[config.mk]
export PLATFORM = sky130hd
export DESIGN_NAME = cpa_front_flat
export DESIGN_NICKNAME = d
export VERILOG_FILES = /design/src/rtl/cpa_pkg.sv /design/src/rtl/cpa_if.sv /design/src/rtl/cpa_front.sv /design/src/flat_wrapper.sv
export SDC_FILE = /design/constraint.sdc
export NUM_CORES = 1
export LEC_CHECK = 0
export ABC_AREA = 1
export BUFFER_PORTS_ARGS = -buffer_cell sky130_fd_sc_hd__buf_2
export CAP_MARGIN = 40
export CORE_UTILIZATION = 47
export DETAILED_ROUTE_END_ITERATION = 8
export PLACE_DENSITY = 0.95
export SKIP_LAST_GASP = 1
export SYNTH_ARGS = -nofsm -noshare
export SYNTH_HDL_FRONTEND = slang
export SYNTH_SLANG_ARGS = --single-unit
[constraint.sdc]
create_clock -name vclk -period 1.99
set_clock_uncertainty 0.15 [all_clocks]
set_input_delay 0.0995 -clock vclk [all_inputs]
set_output_delay 0.0995 -clock vclk [all_outputs]
set_load 0.005 [all_outputs]
[src/rtl/cpa_pkg.sv]
// ----------------------------------------------------------------------------
// cpa_pkg
// Shared constants and types of the cell pedestal averager.
// ----------------------------------------------------------------------------
package cpa_pkg;
   localparam int Channels     = 16;
   localparam int Cells        = 4096;
   localparam int MaxReadDepth = 4096;

   localparam int CHAN_W  = 4;
   localparam int CELL_W  = 12;
   localparam int POS_W   = 12;
   localparam int ADC_W   = 16;
   localparam int SUM_W   = 48;
   localparam int CNT_W   = 32;
   localparam int AVG_W   = 24;
   localparam int CIDX_W  = (Cells > 1) ? $clog2(Cells) : 1;
   localparam int CHI_W   = (Channels > 1) ? $clog2(Channels) : 1;
   localparam int ADDR_W  = CHI_W + CIDX_W;
   localparam int DEPTH   = Channels * Cells;
   localparam int SKIP_RESET = 3;
   localparam int CLR_W   = ADDR_W + 1;

   // Dividend of the mean: sum*256 + count/2, fits in 57 bits.
   localparam int DVD_W   = SUM_W + 9;

   typedef enum logic {
      ACT_ACCUMULATE = 1'b0,
      ACT_READ       = 1'b1
   } action_type;

   localparam logic [1:0] CSR_ADDR_SKIP = 2'd0;

   typedef struct packed {
      logic               is_read;
      logic               chan_bad;
      logic [ADDR_W-1:0]  addr;
      logic [ADC_W-1:0]   adc;
   } cmd_type;

   typedef struct packed {
      logic [AVG_W-1:0]  average_value;
      logic              cell_empty;
      logic [CNT_W-1:0]  sample_count;
      logic              saturated;
   } rsp_type;
endpackage

[src/rtl/cpa_if.sv]
// ----------------------------------------------------------------------------
// cpa_req_if / cpa_rsp_if
// Valid/ready channels for requests and responses.
// ----------------------------------------------------------------------------
interface cpa_req_if;
   logic        valid;
   logic        ready;
   logic        action;
   logic [3:0]  channel;
   logic [11:0] stop_cell;
   logic [11:0] sample_position;
   logic [15:0] adc_value;
   modport source (output valid, action, channel, stop_cell, sample_position, adc_value,
                   input ready);
   modport sink (input valid, action, channel, stop_cell, sample_position, adc_value,
                 output ready);
endinterface


[src/rtl/cpa_front.sv]
// ----------------------------------------------------------------------------
// cpa_front
// Accepts requests, filters dropped samples and forms the table address.
// ----------------------------------------------------------------------------
module cpa_front (
   cpa_req_if.sink                      req,
   input  logic [cpa_pkg::POS_W-1:0]    skip_cells,
   input  logic                         q_full,
   output logic                         q_push,
   output cpa_pkg::cmd_type             q_cmd
);
   logic                         is_read;
   logic                         chan_bad;
   logic                         keep;
   logic [cpa_pkg::CELL_W:0]     cell_sum;
   logic [cpa_pkg::CIDX_W-1:0]   cidx;
   logic [cpa_pkg::CHI_W-1:0]    chi;

   assign req.ready = !q_full;
   assign is_read   = (req.action == cpa_pkg::ACT_READ);
   assign chan_bad  = ({1'b0, req.channel} >= (cpa_pkg::CHAN_W+1)'(cpa_pkg::Channels));
   assign cell_sum  = is_read ? {1'b0, req.sample_position}
                              : {1'b0, req.stop_cell} + {1'b0, req.sample_position};

   // Reduce the cell number modulo the cell count (a power of two).
   always_comb begin
      cidx = cell_sum[cpa_pkg::CIDX_W-1:0];
      chi  = cpa_pkg::CHI_W'(req.channel);
   end

   // Drop samples of bad channels, skipped or too deep positions.
   assign keep = is_read ||
                 (!chan_bad &&
                  ({1'b0, req.sample_position} < (cpa_pkg::POS_W+1)'(cpa_pkg::MaxReadDepth)) &&
                  (req.sample_position >= skip_cells));

   assign q_push        = req.valid && req.ready && keep;
   assign q_cmd.is_read = is_read;
   assign q_cmd.chan_bad = chan_bad;
   assign q_cmd.addr    = {chi, cidx};
   assign q_cmd.adc     = req.adc_value;
endmodule

[src/flat_wrapper.sv]
// flat-port wrapper written by rule: the top's interface ports become plain ports
module cpa_front_flat 
  (skip_cells, q_full, q_push, q_cmd, req_valid, req_action, req_channel, req_stop_cell, req_sample_position, req_adc_value, req_ready);
  cpa_req_if req_i ();
  input  logic [cpa_pkg::POS_W-1:0] skip_cells;
  input  logic q_full;
  output logic q_push;
  output cpa_pkg::cmd_type q_cmd;
  input wire logic [$bits(req_i.valid)-1:0] req_valid;
  input wire logic [$bits(req_i.action)-1:0] req_action;
  input wire logic [$bits(req_i.channel)-1:0] req_channel;
  input wire logic [$bits(req_i.stop_cell)-1:0] req_stop_cell;
  input wire logic [$bits(req_i.sample_position)-1:0] req_sample_position;
  input wire logic [$bits(req_i.adc_value)-1:0] req_adc_value;
  output wire logic [$bits(req_i.ready)-1:0] req_ready;
  assign req_i.valid = req_valid;
  assign req_i.action = req_action;
  assign req_i.channel = req_channel;
  assign req_i.stop_cell = req_stop_cell;
  assign req_i.sample_position = req_sample_position;
  assign req_i.adc_value = req_adc_value;
  assign req_ready = req_i.ready;
  cpa_front u_core (.req(req_i), .skip_cells(skip_cells), .q_full(q_full), .q_push(q_push), .q_cmd(q_cmd));
endmodule
---- Word level (Yosys, flattened, before mapping) ----
Index checks and enable logic that the tools add are counted.
storage, ports and cells
  bits in registers ....................... 0
  bits of input ports ..................... 59
  output and inout port bits .............. 36
  logic and storage cells ................. 7
operators by class
  $add $sub $neg .......................... 1
  $lt $le $gt $ge ......................... 1
  muxes and demuxes ....................... 1
  reduce and logical (&&, ||, !) cells .... 4
operator list
  operator             number
  $add A12 B12 Y12     1
  $ge A12 B12 Y1       1
  $mux W12             1
  $logic_and A1 B1 Y1  2
  $logic_not A1 Y1     1
  $logic_or A1 B1 Y1   1

---- Longest topological paths before layout ----
Gate-level depths: netlist (run 1).
  depth after elaboration ................. 3
  gate-level depth with buffers ........... 11
  depth with buffers taken out ............ 11

---- Least setup slack after synthesis (run 1) ----
No wires, ideal clock.
  path kind ............................... input -> output
  from .................................... input port req_sample_position[0]
  to ...................................... output port q_cmd[24] (netlist bit)
  arrival ................................. 1.254 ns
  required time ........................... 1.740 ns
  path slack .............................. 0.486 ns
  stages on the path ...................... 10
  buffers on the path ..................... 0
  cells stage by stage .................... ha_1 -> inv_1 -> fa_1 -> inv_1 -> nand3_1 -> nand3_2 -> nand2_2 -> a21oi_1 -> nor2_1 -> nor2_1
RTL lines
  item             line                RTL
  start, declared  flat_wrapper.sv:13  input wire logic [$bits(req_i.sample_position)-1:0] req_sample_position;
  end, declared    flat_wrapper.sv:8   output cpa_pkg::cmd_type q_cmd;

==> flow_summary_export.csv, run 1 <==
group,metric,value,unit
outcome,status,"complete, no violations",
power,ir_worst_vdd,0.1169,mV
floorplanning,die_area,2961,um2
worst_setup_path,critPathKind,"input port to output pin",
clocking,cts_setup_buffers,0,
logic_synthesis,synth_fp_nets,319,
worst_setup_path,crit_path_max_incr_delay,360,ps
route,wl,2.781,mm
route,vias_per_cell,4.861,
grt,grt_pass1_wl,4.636,mm
layout,fin_nets,351,
floorplanning,chipHeight,54.42,um
route,drc,0,
placement,gp_congestion,0.8497,
worst_setup_path,start_kind,"input port",
grt,gr-usage-met2,39.84,%
route,drt_iter0_drc,28,
layout,final.clkbuf_count,0,
worst_setup_path,worstPathCellList,"buf_2, ha_1, inv_1, fa_1, inv_1, nand3_1, nand3_2, nand2_2, a21oi_1, nor2_1, nor2_1, buf_2",
worst_setup_path,crit_path_end_kind,"output pin",
worst_hold_path,hold_start,"req_adc_value[10]",
timing,tns,0,ps
layout,nFillCells,265,
grt,globalRouteMet1Util,24.15,%
logic_synthesis,synth_seq_area_share,0,%
timing,fmax,542.6,MHz
timing,finalSetupViolCount,0,
timing,fin_crit,1843,ps
grt,grt_max_degree,17,
layout,antenna_cells,0,
placement,dp_cells,296,
worst_setup_path,cp_data_arrival_time,1590,ps
layout,layout-drive-gt1-share,22.18,%
worst_setup_path,critPathRequiredTime,1740,ps
route,ant_nets,0,
timing,drv_slew,0,
run,drv_cap,0,
layout,synthToLayoutAreaGrowth,10.17,%
logic_synthesis,syn_inst,236,
placement,post-place-ws,166.6,ps
logic_synthesis,netlist_area,1291,um2
power,power,0.0003442,W
logic_synthesis,synth_top_cell_area_share,22.29,%
grt,grt_pass1_vias,1221,
power,p_per_area,241.9,nW/um2
grt,use_met3,0.8333,%
grt,grt-busiest-layer,"met2",
floorplanning,fp.coreArea,2545,um2
placement,hpwl,2.482,mm
floorplanning,start_util,50.74,%
placement,port_buffers,54,
logic_synthesis,synth.area.top_cells,"ha_1 (22%), nand2_1 (22%), buf_4 (13%), inv_1 (13%), nand3_1 (5.4%)",
route,wl_per_cell,9.395,um
timing,rsz0062_at_grt,"false",
worst_hold_path,hold_path_class,"input port to output pin",
layout,stdcell_count,296,
grt,grt_use_total,20.33,%
route,via_count,1439,
timing,finalWorstSetupSlack,146.9,ps
layout,multi_input_area,945.9,um2
logic_synthesis,yosysTopAreaCell,"ha_1",
timing,period_share,92.62,%
logic_synthesis,ys.warnings.count,0,
worst_setup_path,critPathMaxFanout,4,
logic_synthesis,ys_types,21,
grt,antenna_found_initial,0,
logic_synthesis,avgSynthCellArea,5.471,um2
layout,seq_cells,0,
worst_setup_path,cp_slowest_cell,"fa_1",
grt,gr-total-overflow,0,
route,dr.pass1.iters,4,
clocking,hold_buffers,0,
worst_hold_path,min_to,"q_cmd[10]",
floorplanning,ios,95,
worst_hold_path,hold_depth,0,
logic_synthesis,yosys.cell_count.top_type,"nand2_1",
layout,regArea,0,um2
clocking,cts_resized,0,
power,p_leak,0.9535,nW
timing,hold_violations,0,
floorplanning,rows,18,
logic_synthesis,synth_commonest_cells,"nand2_1 (75), inv_1 (45), buf_4 (23), ha_1 (23), nor2_1 (18)",
floorplanning,fp.dieW,54.42,um
kinds of logic after synthesis:
logic type / synth area share, %
AOI/OAI and AO/OA: 8.722
and+or+nand+nor: 38.37
other: 0.2904
xor gates and xnor gates: 2.035
adders and majority gates: 23.84
buffers and inverters: 26.74
area by class of cell:
type               instances  area share (%)
repair buffers            54           19.00
inverters                 45           11.87
multi-input cells        167           66.49
well taps                 30           2.639
worst max-delay path, delay by kind of cell:
kind | cells | cell delay (ps)
AOI/OAI and AO/OA | 1 | 130
adders and majority gates | 2 | 580
buffers and inverters | 4 | 390
and+or+nand+nor | 5 | 390
cell usage in the layout (no fill, tap or decap):
cell type  instances
a21oi_1           10
a21oi_2            1
a31oi_1            1
and2_1             1
buf_2             54
conb_1             1
fa_1               1
ha_1              23
inv_1             45
nand2_1           75
nand2_2            2
nand3_1           14
nand3_2            2
nand4_1            5
nor2_1            18
o21ai_0            6
o21ai_1            2
o21bai_1           1
or2_1              1
xnor2_1            3
power by group:
part	switching (W)	internal (W)
clock network	0	0
registers	0	0
logic	0.000193	0.000152
per-layer routing:
layer | part of all wire, % | vias up | wire length, um
met4 | 0.97 | 0 | 27
li1 | - | 773 | -
met2 | 50 | 44 | 1401
met1 | 42 | 618 | 1179
met3 | 6.2 | 4 | 172
met5 | 0 | - | 0
per-stage QoR:
stage	hold slack [ps]	area, um2	utilization, %
after floorplan	75.54	1291	-
after global placement	49.03	1423	55.90
after detailed placement	49.03	1423	55.90
after CTS	49.03	1423	55.90
after global routing	49.01	1423	55.90
final	49.00	1423	55.90
worst max path at each step:
stage | startpoint | end | slack [ps] | depth (start not counted)
2_1_floorplan | req_sample_position[0] | q_cmd[24] | 490 | 10
3_3_place_gp | req_sample_position[0] | q_cmd[24] | 230 | 12
3_5_place_dp | req_sample_position[0] | q_cmd[24] | 170 | 12
4_1_cts | req_sample_position[0] | q_cmd[24] | 160 | 12
5_1_grt | req_sample_position[0] | q_cmd[24] | 30 | 12
6_report | req_sample_position[0] | q_cmd[24] | 150 | 12
No activity file was read; power rests on OpenSTA's default activity.
==> run 2, diff against run 1 <==
--- a/config.mk
+++ b/config.mk
@@ -6,11 +6,12 @@
 export NUM_CORES = 1
 export LEC_CHECK = 0
 export ABC_AREA = 1
-export BUFFER_PORTS_ARGS = -buffer_cell sky130_fd_sc_hd__buf_2
 export CAP_MARGIN = 40
-export CORE_UTILIZATION = 47
+export CORE_UTILIZATION = 50
 export DETAILED_ROUTE_END_ITERATION = 8
-export PLACE_DENSITY = 0.95
+export DONT_BUFFER_PORTS = 1
+export PLACE_DENSITY = 0.74
+export RECOVER_POWER = 25
 export SKIP_LAST_GASP = 1
 export SYNTH_ARGS = -nofsm -noshare
 export SYNTH_HDL_FRONTEND = slang
==> flow_summary_export.csv, run 2 (synthesis results as in run 1) <==
group,metric,value,unit
worst_setup_path,critPathMaxFanout,4,
floorplanning,start_util,52.60,%
clocking,cts_resized,0,
grt,grt_pass1_wl,4.015,mm
layout,regArea,0,um2
worst_hold_path,min_to,"q_cmd[10]",
run,drv_cap,0,
timing,tns,0,ps
clocking,cts_setup_buffers,0,
route,dr.pass1.iters,4,
power,power.internal,0.0001044,W
layout,layout-drive-gt1-share,2.358,%
layout,final_area,1152,um2
timing,fin_crit,1628,ps
placement,placed_cell_area,1152,um2
floorplanning,fp.dieW,52.82,um
layout,nFillCells,270,
power,ir_worst_vdd,0.09633,mV
worst_setup_path,crit_path_end_kind,"output pin",
power,p_sw_share,60.26,%
route,vias_per_cell,4.946,
timing,rsz0062_at_grt,"false",
floorplanning,chipHeight,52.82,um
clocking,hold_buffers,0,
worst_hold_path,hold_depth,0,
layout,seq_cells,0,
route,ant_nets,0,
placement,gp_congestion,0.9089,
grt,grt_use_total,18.61,%
timing,period_share,81.80,%
layout,final.clkbuf_count,0,
timing,hold_violations,0,
timing,fmax,614.3,MHz
route,drc,0,
grt,antenna_found_initial,0,
power,p_comb_share,100.0,%
timing,finalWorstSetupSlack,362.2,ps
timing,drv_slew,0,
layout,antenna_cells,0,
worst_hold_path,hold_path_class,"input port to output pin",
timing,finalSetupViolCount,0,
outcome,status,"complete, no violations",
floorplanning,rows,18,
grt,grt_pass1_vias,1015,
power,p_per_area,227.9,nW/um2
layout,fin_nets,297,
power,power,0.0002626,W
floorplanning,die_area,2790,um2
floorplanning,ios,95,
route,via_count,1197,
floorplanning,fp.coreArea,2455,um2
route,drt_iter0_drc,12,
grt,gr-total-overflow,0,
power,p_leak,0.7384,nW
worst_setup_path,critPathRequiredTime,1740,ps
layout,layout_commonest_cell,"nand2_1",
route,wl_per_cell,10.20,um
worst_setup_path,critPathKind,"input port to output pin",
layout,final_core_util,46.94,%
placement,port_buffers,0,
power,clock_power_share,0,%
placement,post-place-ws,359.6,ps
layout,final_cell_mix,"nand2_1 (75), inv_1 (45), ha_1 (23)",
worst_setup_path,cp_data_arrival_time,1380,ps
worst_hold_path,hold_start,"req_adc_value[10]",
grt,grt_max_degree,17,
power,switchingPower,0.0001583,W
power,seq_power_share,0,%
layout,synthToLayoutAreaGrowth,-10.76,%
worst_setup_path,start_kind,"input port",
placement,hpwl,2.216,mm
route,wl,2.468,mm
run 2: stage by stage:
stage / cells / hold WS [ps]
floorplan: 236 / 75.54
global placement: 242 / 49.03
detailed placement: 242 / 49.03
CTS: 242 / 49.03
global route: 242 / 49.01
finish: 242 / 49.00
run 2: how the worst max path moves through the flow:
stage	cells past startpoint	endpoint	slack (ps)	start
floorplan	10	q_cmd[24]	490	req_sample_position[0]
global placement	10	q_cmd[24]	370	req_sample_position[0]
detailed placement	10	q_cmd[24]	360	req_sample_position[0]
CTS	10	q_cmd[24]	360	req_sample_position[0]
global route	10	q_cmd[24]	260	req_sample_position[0]
finish	10	q_cmd[24]	360	req_sample_position[0]
run 2: final cells by class:
cell class / count / area, um2 / area share [%]
inverter: 45 / 168.9 / 14.66
tap: 30 / 37.54 / 3.257
multi-input combinational: 167 / 945.9 / 82.08
run 2: worst max-delay path: stages:
cell     delay, ps
ha_1           190
inv_1           70
fa_1           350
inv_1          100
nand3_1         90
nand3_2        110
nand2_2         60
a21oi_1        130
nor2_1          50
nor2_1         130
run 2: per-layer routing:
metal / track usage [%] / part of all wire [%] / up-vias
met2: 33.12 / 46 / 32
met4: 2.632 / 0.61 / 0
met3: 1.739 / 6.6 / 2
met5: 0 / 0 / -
met1: 24.28 / 47 / 498
li1: - / - / 665
run 2: power by group through the flow:
stage                     sequential (W)  clock [W]  combinational, W
after detailed placement               0          0          0.000265
final                                  0          0          0.000263
after global routing                   0          0          0.000312
after floorplan                        0          0          0.000262
after global placement                 0          0          0.000260
after CTS                              0          0          0.000266
