**config.mk**
```make
export PLATFORM = sky130hd
export DESIGN_NAME = cpa_queue
export DESIGN_NICKNAME = d
export VERILOG_FILES = /design/src/rtl/cpa_pkg.sv /design/src/rtl/cpa_queue.sv
export SDC_FILE = /design/constraint.sdc
export NUM_CORES = 1
export LEC_CHECK = 0
export ABC_AREA = 1
export BUFFER_PORTS_ARGS = -buffer_cell sky130_fd_sc_hd__buf_2
export CAP_MARGIN = 20
export CORE_MARGIN = 8
export CORE_UTILIZATION = 41
export CTS_BUF_LIST = sky130_fd_sc_hd__clkbuf_16
export CTS_CLUSTER_DIAMETER = 60
export DETAILED_ROUTE_END_ITERATION = 7
export HOLD_SLACK_MARGIN = 0.03
export PLACE_DENSITY = 0.68
export SYNTH_ARGS = -nofsm -noshare
export SYNTH_HDL_FRONTEND = slang
export SYNTH_SLANG_ARGS = --single-unit
```
**constraint.sdc**
```tcl
create_clock -name clock -period 2.11 [get_ports clock]
set_input_delay 0.1055 -clock clock [delete_from_list [all_inputs] [get_ports clock]]
set_output_delay 0.1055 -clock clock [all_outputs]
set_load 0.01 [all_outputs]
```
**src/rtl/cpa_pkg.sv**
```systemverilog
// ----------------------------------------------------------------------------
// cpa_pkg
// Shared constants and types of the cell pedestal averager.
// ----------------------------------------------------------------------------
package cpa_pkg;
   localparam int Channels     = 16;
   localparam int Cells        = 4096;
   localparam int MaxReadDepth = 4096;

   localparam int CHAN_W  = 4;
   localparam int CELL_W  = 12;
   localparam int POS_W   = 12;
   localparam int ADC_W   = 16;
   localparam int SUM_W   = 48;
   localparam int CNT_W   = 32;
   localparam int AVG_W   = 24;
   localparam int CIDX_W  = (Cells > 1) ? $clog2(Cells) : 1;
   localparam int CHI_W   = (Channels > 1) ? $clog2(Channels) : 1;
   localparam int ADDR_W  = CHI_W + CIDX_W;
   localparam int DEPTH   = Channels * Cells;
   localparam int SKIP_RESET = 3;
   localparam int CLR_W   = ADDR_W + 1;

   // Dividend of the mean: sum*256 + count/2, fits in 57 bits.
   localparam int DVD_W   = SUM_W + 9;

   typedef enum logic {
      ACT_ACCUMULATE = 1'b0,
      ACT_READ       = 1'b1
   } action_type;

   localparam logic [1:0] CSR_ADDR_SKIP = 2'd0;

   typedef struct packed {
      logic               is_read;
      logic               chan_bad;
      logic [ADDR_W-1:0]  addr;
      logic [ADC_W-1:0]   adc;
   } cmd_type;

   typedef struct packed {
      logic [AVG_W-1:0]  average_value;
      logic              cell_empty;
      logic [CNT_W-1:0]  sample_count;
      logic              saturated;
   } rsp_type;
endpackage

```
**src/rtl/cpa_queue.sv**
```systemverilog
// ----------------------------------------------------------------------------
// cpa_queue
// Small command queue between the front and the table engine.
// ----------------------------------------------------------------------------
module cpa_queue (
   input  logic              clock,
   input  logic              reset,
   input  logic              push,
   input  cpa_pkg::cmd_type  push_cmd,
   output logic              full,
   input  logic              pop,
   output logic              not_empty,
   output cpa_pkg::cmd_type  head
);
   cpa_pkg::cmd_type  slot_ff [4];
   logic [1:0]        wr_ff, rd_ff, wr_in, rd_in;
   logic [2:0]        cnt_ff, cnt_in;

   assign full      = (cnt_ff == 3'd4);
   assign not_empty = (cnt_ff != 3'd0);
   assign head      = slot_ff[rd_ff];

   always_comb begin
      wr_in  = push ? wr_ff + 2'd1 : wr_ff;
      rd_in  = pop ? rd_ff + 2'd1 : rd_ff;
      cnt_in = cnt_ff + {2'b0, push} - {2'b0, pop};
   end

   // Advance pointers and store the pushed command.
   always_ff @(posedge clock) begin
      if (reset) begin
         wr_ff  <= '0;
         rd_ff  <= '0;
         cnt_ff <= '0;
      end else begin
         wr_ff  <= wr_in;
         rd_ff  <= rd_in;
         cnt_ff <= cnt_in;
      end
      if (push) begin
         slot_ff[wr_ff] <= push_cmd;
      end
   end
endmodule

```
## Word-level counts from Yosys, hierarchy flattened

Memory sizes are Yosys's and may differ from the RTL's. A register that Yosys moved wholly into a read port is not among the register bits.
Index checks and enable logic that the tools add are counted.

| operators by class | value |
|---|---|
| add/sub/neg operators | 4 |
| eq/ne operators | 1 |
| muxes and demuxes | 4 |
| reductions and logical operators | 1 |

Operator list:

| cell | count |
|---|---|
| 2-bit by 1-bit adder with 2-bit output (second input constant) | 2 |
| 2-bit two-way mux | 2 |
| 3-bit by 1-bit adder with 3-bit output | 1 |
| 3-bit == test (second input constant) | 1 |
| 3-bit nonzero test | 1 |
| 3-bit by 1-bit subtractor with 3-bit output | 1 |
| 1-bit two-way mux | 2 |

| word-level totals | value |
|---|---|
| register bits | 7 |
| bits in writable memories | 136 |
| output and inout port bits | 36 |
| logic and storage cells | 14 |
| memories kept | 1 |

Memory list:

| name | depth | width | read ports | clocked after Yosys merged registers in | write ports | RTL line | source |
|---|---|---|---|---|---|---|---|
| slot_ff | 4 | 34 | 1 | 1 | 1 | cpa_queue.sv:15 | `cpa_pkg::cmd_type slot_ff [4];` |

## Depth between registers and ports, before layout

Gate-level depths: netlist of run 1.

| logic depth | value |
|---|---|
| depth after elaboration | 3 |
| gate-level depth with buffers | 9 |

## Worst setup path before layout of run 1

Ideal clock, no wire load.

| timing | value |
|---|---|
| path type | reg-to-reg |
| start point | register wr_ff[0] |
| end point | memory slot_ff[2][0] (netlist bit) (enable) |
| library setup time | 389 ps |
| arrival | 1260 ps |
| required time | 1721 ps |
| setup slack | 461 ps |
| stages on the path, launching flop included | 5 |
| path buffers | 0 |
| clock period less this slack | 1649 ps |
| cell sequence | dfxtp_1 inv_1 ha_1 nand2_1 inv_1 |

RTL lines:

| what | RTL line | source |
|---|---|---|
| from (decl) | cpa_queue.sv:16 | `logic [1:0] wr_ff, rd_ff, wr_in, rd_in;` |
| from (signal assigned) | cpa_queue.sv:36 | `wr_ff <= wr_in;` |
| to (decl) | cpa_queue.sv:15 |  |

Straight into the memory's write port.

==> out/qor.yml, run 1 <==
outcome: "completed"
setup_tns_ps: 0
path_max_fanout: 68
yosysTopAreaCell: "edfxtp_1"
fin_nets: 612
n_antenna_cell: 0
synthMuxAreaShare_pct: 0
yosys-top-cells-area: "edfxtp_1 69%, o211ai_2 5.5%, inv_1 5.4%"
place_area_um2: 6501
synth_compound_area_share_pct: 13.09
numClockSinks: 145
root_buffer: "clkbuf_16"
drc: 0
overflow: 0
final_layout_size_suffix_gt1_share_pct: 24.31
vias_per_cell: 4.669
routed-via-count: 3567
cp_slowest_cell: "dfxtp_2"
area_growth_pct: 26.73
port_buffers: 73
drt_iter0_drc: 199
start_util_pct: 41.40
synth_cell_types: 18
drv_cap: 0
final-setup-viol-count: 0
final_cell_mix: "136 x edfxtp_1, 83 x inv_1, 76 x nand2_1"
crit_chain: "buf_12, o211ai_1, nand2_1, buf_2"
path_class: "reg2out"
hold-worst-slack_ps: 66.28
gp_congestion: 0.7275
synthCells: 454
synth_fa_ha_area_share_pct: 1.605
hold_viol: 0
fmax_ghz: 0.6088
clockBufferDepth: 2
tightest_slew_ps: 410.9
yosys_warnings: 0
synthesis.area_um2: 5926
post_cts_buffers: 0
grt_pass1_vias: 3671
design.die.area_um2: 18560
fin_crit_sh_pct: 77.85
die_y_um: 136.2
yosysTopAreaCellShare_pct: 68.92
io_pins: 74
clkTransAtPathRegs_ps: 50
max-vdd-ir-drop_mv: 0.6864
ff2ff_path_depth: 9
htreeDepth: 4
slew_headroom_pct: 72.57
dr.pass1.iters: 4
synth_nets: 499
power_density_nw_per_um2: 974.4
yosysSeqAreaShare_pct: 71.96
critical_path_arrival_ps: 1540
ctsResizeCount: 0
clk_latency_ps: 410
grtUsageTotal_pct: 12.51
die_width_um: 136.2
layout_commonest_cell: "edfxtp_1"
wirelength_mm: 11.12
post-route-cell-area_um2: 7510
syn_avg_cell_area_um2: 13.05
cts_made_buffers: 17
synth-xor-area-share_pct: 0
crit_path_end_kind: "output pin"
critical_path.max_stage_delay_ps: 340
tritoncts: "built"
rows: 44
fin_skew_ps: 6.236
synth_top_family_by_area: "compound AO/OA/AOI/OAI gates"
dp_hpwl_mm: 6.729
yosys_register_bits: 145
grt_setup_unrepaired: "no"
crit_required_ps: 2000
whs_path_depth: 3
period_needed_ps: 1643
wl_per_cell_um: 14.55
ant_nets: 0
synth-simple-area-share_pct: 5.258
grt_max_degree: 69
core_region_area_um2: 14310
antenna_found_initial: 0
grt_pass1_wl_mm: 17.71
worst_setup_path_start_kind: "flop"
drv_slew: 0
leakagePower_nw: 2.988
hold_path.class: "in2reg"
-- metal layers --
| metal | track usage, % | vias to the layer above | routed length (um) |
|---|---|---|---|
| li1 | - | 1793 | - |
| met1 | 14.76 | 1686 | 4935 |
| met5 | 0 | - | 0 |
| met2 | 20.61 | 71 | 5492 |
| met4 | 7.322 | 0 | 184 |
| met3 | 2.846 | 17 | 503 |
-- flip-flops by register name (all words and copies together) (netlist names), named ones only --
signal and cells:
slot_ff 136, wr_ff 2, rd_ff 2, cnt_ff 3
-- repair_timing --
action,CTS,global route
endpoints found under the hold margin,143,0
setup endpoints to repair,0,0
hold buffers,36,0
-- Yosys cell counts, drive strengths merged --
library cell / number
edfxtp: 136
inv: 85
nand2: 76
a21oi: 40
o21ai: 38
o211ai: 34
buf: 20
dfxtp: 9
ha: 6
clkbuf: 3
nor2: 3
nand3: 2
fa: 1
nor3: 1
-- kinds of logic after synthesis --
family,Yosys count
flops,145
compound gates,112
simple gates,82
fa+ha+maj,7
buf+inv,108
-- power breakdown --
| part | switching [mW] | internal, mW | total, mW |
|---|---|---|---|
| clock network | 1.07 | 2.19 | 3.26 |
| registers | 0.0429 | 3.29 | 3.33 |
| logic | 0.445 | 0.283 | 0.729 |
-- worst paths after layout --
check                                      startpoint                    end  slack, ps
worst max-delay path                             flop               head[30]        470
worst min-delay path                             push  wr_ff[0]$_SDFFE_PP0P_         70
worst max register to register   cnt_ff[0]$_SDFF_PP0_   cnt_ff[2]$_SDFF_PP0_        500
worst min register to register  rd_ff[1]$_SDFFE_PP0P_                   flop        450
-- final cells by class --
cell class / count / area [um2]
Sequential cell: 145 / 4269
Clock buffer: 17 / 425.4
Multi-Input combinational cell: 201 / 1182
Clock inverter: 15 / 222.7
Inverter: 85 / 319.1
Timing Repair Buffer: 117 / 860.8
Tap cell: 184 / 230.2
Fill cell: 1228 / 6804
-- through the flow --
step                      setup WS [ps]  total power, mW  util [%]  std cells
after floorplan                   461.1            3.799         -        454
after global placement            581.2            4.045     45.42        696
after detailed placement          493.5            4.081     45.42        696
after CTS                         446.6            7.395     52.46        764
after global routing              336.6            7.589     52.46        764
final                             467.3            7.317     52.46        764
-- worst max-delay path, delay by kind of cell, from the launching register on --
| family | cells | cell delay [ps] |
|---|---|---|
| buf+inv | 2 | 430 |
| compound gates | 1 | 160 |
| simple gates | 1 | 120 |
| flops | 1 | 340 |
Power figures use the tool's default switching activity.
==> run 2: changes to the inputs <==
--- a/config.mk
+++ b/config.mk
@@ -5,7 +5,7 @@
 export SDC_FILE = /design/constraint.sdc
 export NUM_CORES = 1
 export LEC_CHECK = 0
-export ABC_AREA = 1
+export ABC_AREA = 0
 export BUFFER_PORTS_ARGS = -buffer_cell sky130_fd_sc_hd__buf_2
 export CAP_MARGIN = 20
 export CORE_MARGIN = 8
==> constraint.sdc (replaced) <==
create_clock -name clock -period 1.6 [get_ports clock]
set_input_delay 0.08 -clock clock [delete_from_list [all_inputs] [get_ports clock]]
set_output_delay 0.08 -clock clock [all_outputs]
set_load 0.01 [all_outputs]
==> out/qor.yml, run 2 <==
cp.depth: 4
dp.cells: 472
synth_cell_types: 22
start_util_pct: 41.40
overflow: 0
tightest_slew_ps: 367.3
drv_cap: 0
fin_skew_ps: 7.934
yosysTopAreaCellShare_pct: 75.70
cts_made_buffers: 17
core_region_area_um2: 13030
htreeDepth: 4
cp_top_family: "multiplexers"
reg2reg_from: "cnt_ff[0]$_SDFF_PP0_"
synthesis.area_um2: 5395
vias_per_cell: 4.798
fin_nets: 402
largest_register_ffs: 136
slew_headroom_pct: 75.52
violations: "setup timing"
crit_required_ps: 1520
yosysTopAreaCell: "edfxtp_1"
path_class: "reg2out"
port_buffers: 73
dr.pass1.iters: 4
final_cell_mix: "136 x edfxtp_1, 51 x buf_2, 37 x dlygate4sd3_1"
numClockSinks: 145
drv_slew: 0
crit_chain: "buf_6, buf_16, mux4_2, buf_6"
rrSetupSlack_ps: 90
worst_setup_path_start_kind: "flop"
ant_nets: 0
period_needed_ps: 1792
gp_congestion: 0.6478
ys.flop_type: "edfxtp_1"
crit_path_end_kind: "output pin"
path_max_fanout: 7
antenna_found_initial: 0
leakagePower_nw: 2.543
synth_most_common_cell: "edfxtp_1"
n_antenna_cell: 0
largest-register: "slot_ff"
hold-worst-slack_ps: 416.8
wl_per_cell_um: 18.43
yosys_register_bits: 145
ff2ff_path_depth: 6
clk_latency_ps: 410
critical_path.max_stage_delay_ps: 510
hold_viol: 0
grt_max_degree: 30
fmax_ghz: 0.5579
drc: 0
die_width_um: 130.7
cp_slowest_cell: "mux4_2"
dp_slack_ps: -0.2662
synth_common_cells: "136 x edfxtp_1, 30 x mux4_2, 9 x dfxtp_1, 6 x ha_1, 6 x inv_1"
clkTransAtPathRegs_ps: 50
synth_nets: 265
total_power_mw: 9.384
dp_hpwl_mm: 6.009
critical_path_arrival_ps: 1710
grt_setup_unrepaired: "yes"
die_y_um: 130.7
layout_commonest_cell: "edfxtp_1"
hold_path.class: "in2reg"
design.die.area_um2: 17090
grtUsageTotal_pct: 12.95
yosysSeqAreaShare_pct: 79.04
grt_pass1_wl_mm: 15.73
drt_iter0_drc: 129
wirelength_mm: 10.04
clockBufferDepth: 2
fin_cells: 545
path_common_cell: "buf_6"
synthCells: 220
io_pins: 74
top_regs: "slot_ff: 136 flops, cnt_ff: 3 flops"
yosys-top-cells-area: "edfxtp_1 76%, mux4_2 13%, dfxtp_1 3.3%"
setup.worst_path.end: "head[29]"
synth_edf_count: 136
grt_pass1_vias: 2909
post-route-cell-area_um2: 7244
max-vdd-ir-drop_mv: 0.7764
setup_ws_ps: -192.3
root_buffer: "clkbuf_16"
final-setup-viol-count: 34
path_buf_inv: 3
outcome: "finished, violations left"
async_flop_share_pct: 0
area_growth_pct: 34.28
multi_input_area_um2: 1033
worst_r2r_endpoint: "cnt_ff[1]$_SDFF_PP0_"
syn_avg_cell_area_um2: 24.52
tritoncts: "built"
final_layout_size_suffix_gt1_share_pct: 44.44
rows: 42
yosys_warnings: 0
place_area_um2: 6068
fin_crit_sh_pct: 112.0
seqCellArea_um2: 4270
fillers: 1034
power_density_nw_per_um2: 1295
routed-via-count: 2615
-- run 2: changes by cell type after synthesis, moves of 3 or more --
| cell | before | now |
|---|---|---|
| buf_6 | 7 | 1 |
| o21ai_0 | 34 | 0 |
| mux4_2 | 0 | 30 |
| nand2_1 | 76 | 0 |
| o211ai_2 | 26 | 0 |
| o21ai_1 | 4 | 0 |
| a21oi_1 | 40 | 1 |
| inv_1 | 85 | 6 |
| and2_1 | 0 | 4 |
| buf_12 | 0 | 3 |
| buf_2 | 11 | 3 |
| mux4_1 | 0 | 4 |
| o211ai_1 | 8 | 0 |
-- run 2: where the power goes --
group / internal, mW / switching [mW] / leakage [nW]
combinational: 0.667 / 0.501 / 0.936
sequential: 4.36 / 0.0674 / 1.32
clock: 2.40 / 1.38 / 0.282
-- run 2: kinds of logic after synthesis --
family	after synthesis	share of synthesized area, %
XOR/XNOR	3	0.7653
buffers and inverters	14	2.087
flip-flops	145	79.04
adder cells (fa/ha/maj)	7	1.763
AND/OR/NAND/NOR	14	1.415
AO/OA/AOI/OAI	2	0.2782
multiplexers	35	14.66
-- run 2: through the flow --
stage,setup TNS (ps),utilization [%]
2_1_floorplan,0,-
3_3_place_gp,0,46.56
3_5_place_dp,-0.2662,46.56
4_1_cts,-6706,55.12
5_1_grt,-7716,55.59
6_report,-5089,55.59
-- run 2: how the worst min path moves through the flow --
stage | cells past startpoint | endpoint | slack [ps] | startpoint
floorplan | 1 | cnt_ff[0]$_SDFF_PP0_ | 150 | reset
global placement | 1 | slot_ff[0][33]$_DFFE_PP_ | 290 | push_cmd[33]
detailed placement | 1 | slot_ff[3][11]$_DFFE_PP_ | 300 | push_cmd[11]
CTS | 2 | slot_ff[3][11]$_DFFE_PP_ | 390 | push_cmd[11]
global route | 2 | slot_ff[3][19]$_DFFE_PP_ | 410 | push_cmd[19]
finish | 2 | slot_ff[3][12]$_DFFE_PP_ | 420 | push_cmd[12]
-- run 2: layout make-up --
type | count | area share, %
well taps | 176 | 3.040
clock buffers | 17 | 5.872
repair buffers | 126 | 15.51
multi-input cells | 61 | 14.27
inverters | 6 | 0.3109
clock inverters | 14 | 2.055
flip-flops and latches | 145 | 58.95
-- run 2: per-layer routing --
| metal | track usage, % | share of wire (%) | up-vias |
|---|---|---|---|
| li1 | - | - | 1193 |
| met1 | 15.12 | 42 | 1346 |
| met2 | 21.31 | 51 | 60 |
| met3 | 4.505 | 5.2 | 16 |
| met4 | 5.672 | 1.6 | 0 |
| met5 | 0 | 0 | - |
-- run 2: repair_timing --
action                                 in CTS  in global routing
setup buffers                               4                  0
endpoints found under the hold margin     145                  0
gates cloned                                3                  0
gates resized for setup                    23                 17
pin swaps                                   0                  0
hold buffers                               37                  0
setup endpoints to repair                  35                 36
==> run 3: changes to the inputs <==
==> constraint.sdc (replaced) <==
create_clock -name clock -period 2.1 [get_ports clock]
set_input_delay 0.105 -clock clock [delete_from_list [all_inputs] [get_ports clock]]
set_output_delay 0.105 -clock clock [all_outputs]
set_load 0.01 [all_outputs]
==> out/qor.yml, run 3 (same netlist as run 2, synthesis figures left out) <==
outcome: "completed"
drv_cap: 0
clockPowerShare_pct: 43.4
cts_made_buffers: 17
fin_nets: 393
slew_headroom_pct: 38.21
clk_latency_ps: 410
cp_top_family: "multiplexers"
crit_chain: "buf_12, mux4_1, buf_2"
root_buffer: "clkbuf_16"
die_y_um: 130.7
max-vdd-ir-drop_mv: 0.5456
io_pins: 74
p_sw_mw: 1.437
grt_pass1_wl_mm: 14.37
fin_skew_ps: 4.792
finish.utilization_pct: 53.49
period_needed_ps: 1934
grt_setup_unrepaired: "no"
path_class: "reg2out"
p_int_mw: 5.771
start_util_pct: 41.40
fillers: 1041
drv_slew: 0
grt_pass1_vias: 2784
critical_path_arrival_ps: 1830
post-route-cell-area_um2: 6972
leakagePower_nw: 2.465
dr.pass1.iters: 4
path_max_fanout: 19
critical_path.max_stage_delay_ps: 590
tightest_slew_ps: 926.9
design.die.area_um2: 17090
largest_register_ffs: 136
area_growth_pct: 29.22
top_regs: "slot_ff: 136 flops, cnt_ff: 3 flops"
gp_congestion: 0.6578
final_layout_size_suffix_gt1_share_pct: 40.17
crit_path_end_kind: "output pin"
path_buf_inv: 2
fmax_ghz: 0.5170
p_sw_share_pct: 19.93
ant_nets: 0
overflow: 0
total_power_mw: 7.207
htreeDepth: 4
grt_max_degree: 35
vias_per_cell: 4.706
numClockSinks: 145
p_seq_share_pct: 46.8
cp_slowest_cell: "mux4_1"
die_width_um: 130.7
fin_crit_sh_pct: 92.11
final-setup-viol-count: 0
drt_iter0_drc: 141
hold_viol: 0
port_buffers: 73
hold-worst-slack_ps: 57.32
setup_tns_ps: 0
drc: 0
wl_per_cell_um: 17.49
place_area_um2: 5983
grtUsageTotal_pct: 12.01
worst_setup_path_start_kind: "flop"
power_density_nw_per_um2: 1034
layout_commonest_cell: "edfxtp_1"
final_cell_mix: "136 x edfxtp_1, 73 x buf_2, 36 x dlygate4sd3_1"
comb_power_share_pct: 9.8
wirelength_mm: 9.390
rows: 42
antenna_found_initial: 1
n_antenna_cell: 0
hold_path.class: "in2reg"
largest-register: "slot_ff"
tritoncts: "built"
crit_required_ps: 2000
multi_input_area_um2: 1023
clkTransAtPathRegs_ps: 50
routed-via-count: 2527
seqCellArea_um2: 4269
clockBufferDepth: 2
core_region_area_um2: 13030
run 3: per-layer routing:
| layer | track usage (%) | part of all wire, % | up-vias |
|---|---|---|---|
| li1 | - | - | 1178 |
| met1 | 12.37 | 40 | 1273 |
| met2 | 20.70 | 53 | 57 |
| met3 | 4.951 | 5.7 | 17 |
| met4 | 6.077 | 1.9 | 2 |
| met5 | 0 | 0.085 | - |
run 3: worst paths after layout:
kind                                             from                    end  slack, ps  cells after the start
worst max-delay path                             flop               head[33]        170                      3
worst min-delay path                             push  wr_ff[0]$_SDFFE_PP0P_         60                      3
worst max register to register   cnt_ff[0]$_SDFF_PP0_   cnt_ff[2]$_SDFF_PP0_        340                      7
worst min register to register  wr_ff[1]$_SDFFE_PP0P_  wr_ff[1]$_SDFFE_PP0P_        580                      2
run 3: worst register-to-register path, cell delays in order, from the launching register on:
cell and delay (ps):
dfxtp_1 320, inv_1 50, ha_1 260, inv_1 40, ha_1 190, fa_1 370
xor3_1 380, nor2_1 40
run 3: final cells by class:
type	count	area share [%]
Inverter	6	0.3230
Clock inverter	15	2.871
Multi-Input combinational cell	61	14.68
Clock buffer	17	6.102
Sequential cell	145	61.23
Tap cell	176	3.159
Timing Repair Buffer	117	11.63
run 3: what timing repair did:
item / CTS / global route
setup buffers: 0 / 0
resized for setup: 0 / 1
setup endpoints to repair: 0 / 1
endpoints found under the hold margin: 145 / 0
hold buffers: 36 / 0
run 3: power groups by stage:
stage,Clock (mW),Combinational [mW],Sequential [mW]
final,3.13,0.705,3.38
after global routing,3.30,0.773,3.39
after CTS,3.19,0.729,3.38
after detailed placement,0,0.674,3.44
after global placement,0,0.657,3.43
after floorplan,0,0.432,3.41
run 3: per-stage QoR:
step	std cells	setup slack [ps]
3_3_place_gp	469	372.5
3_5_place_dp	469	309.0
6_report	537	165.7
2_1_floorplan	220	329.3
5_1_grt	537	63.25
4_1_cts	537	12.26
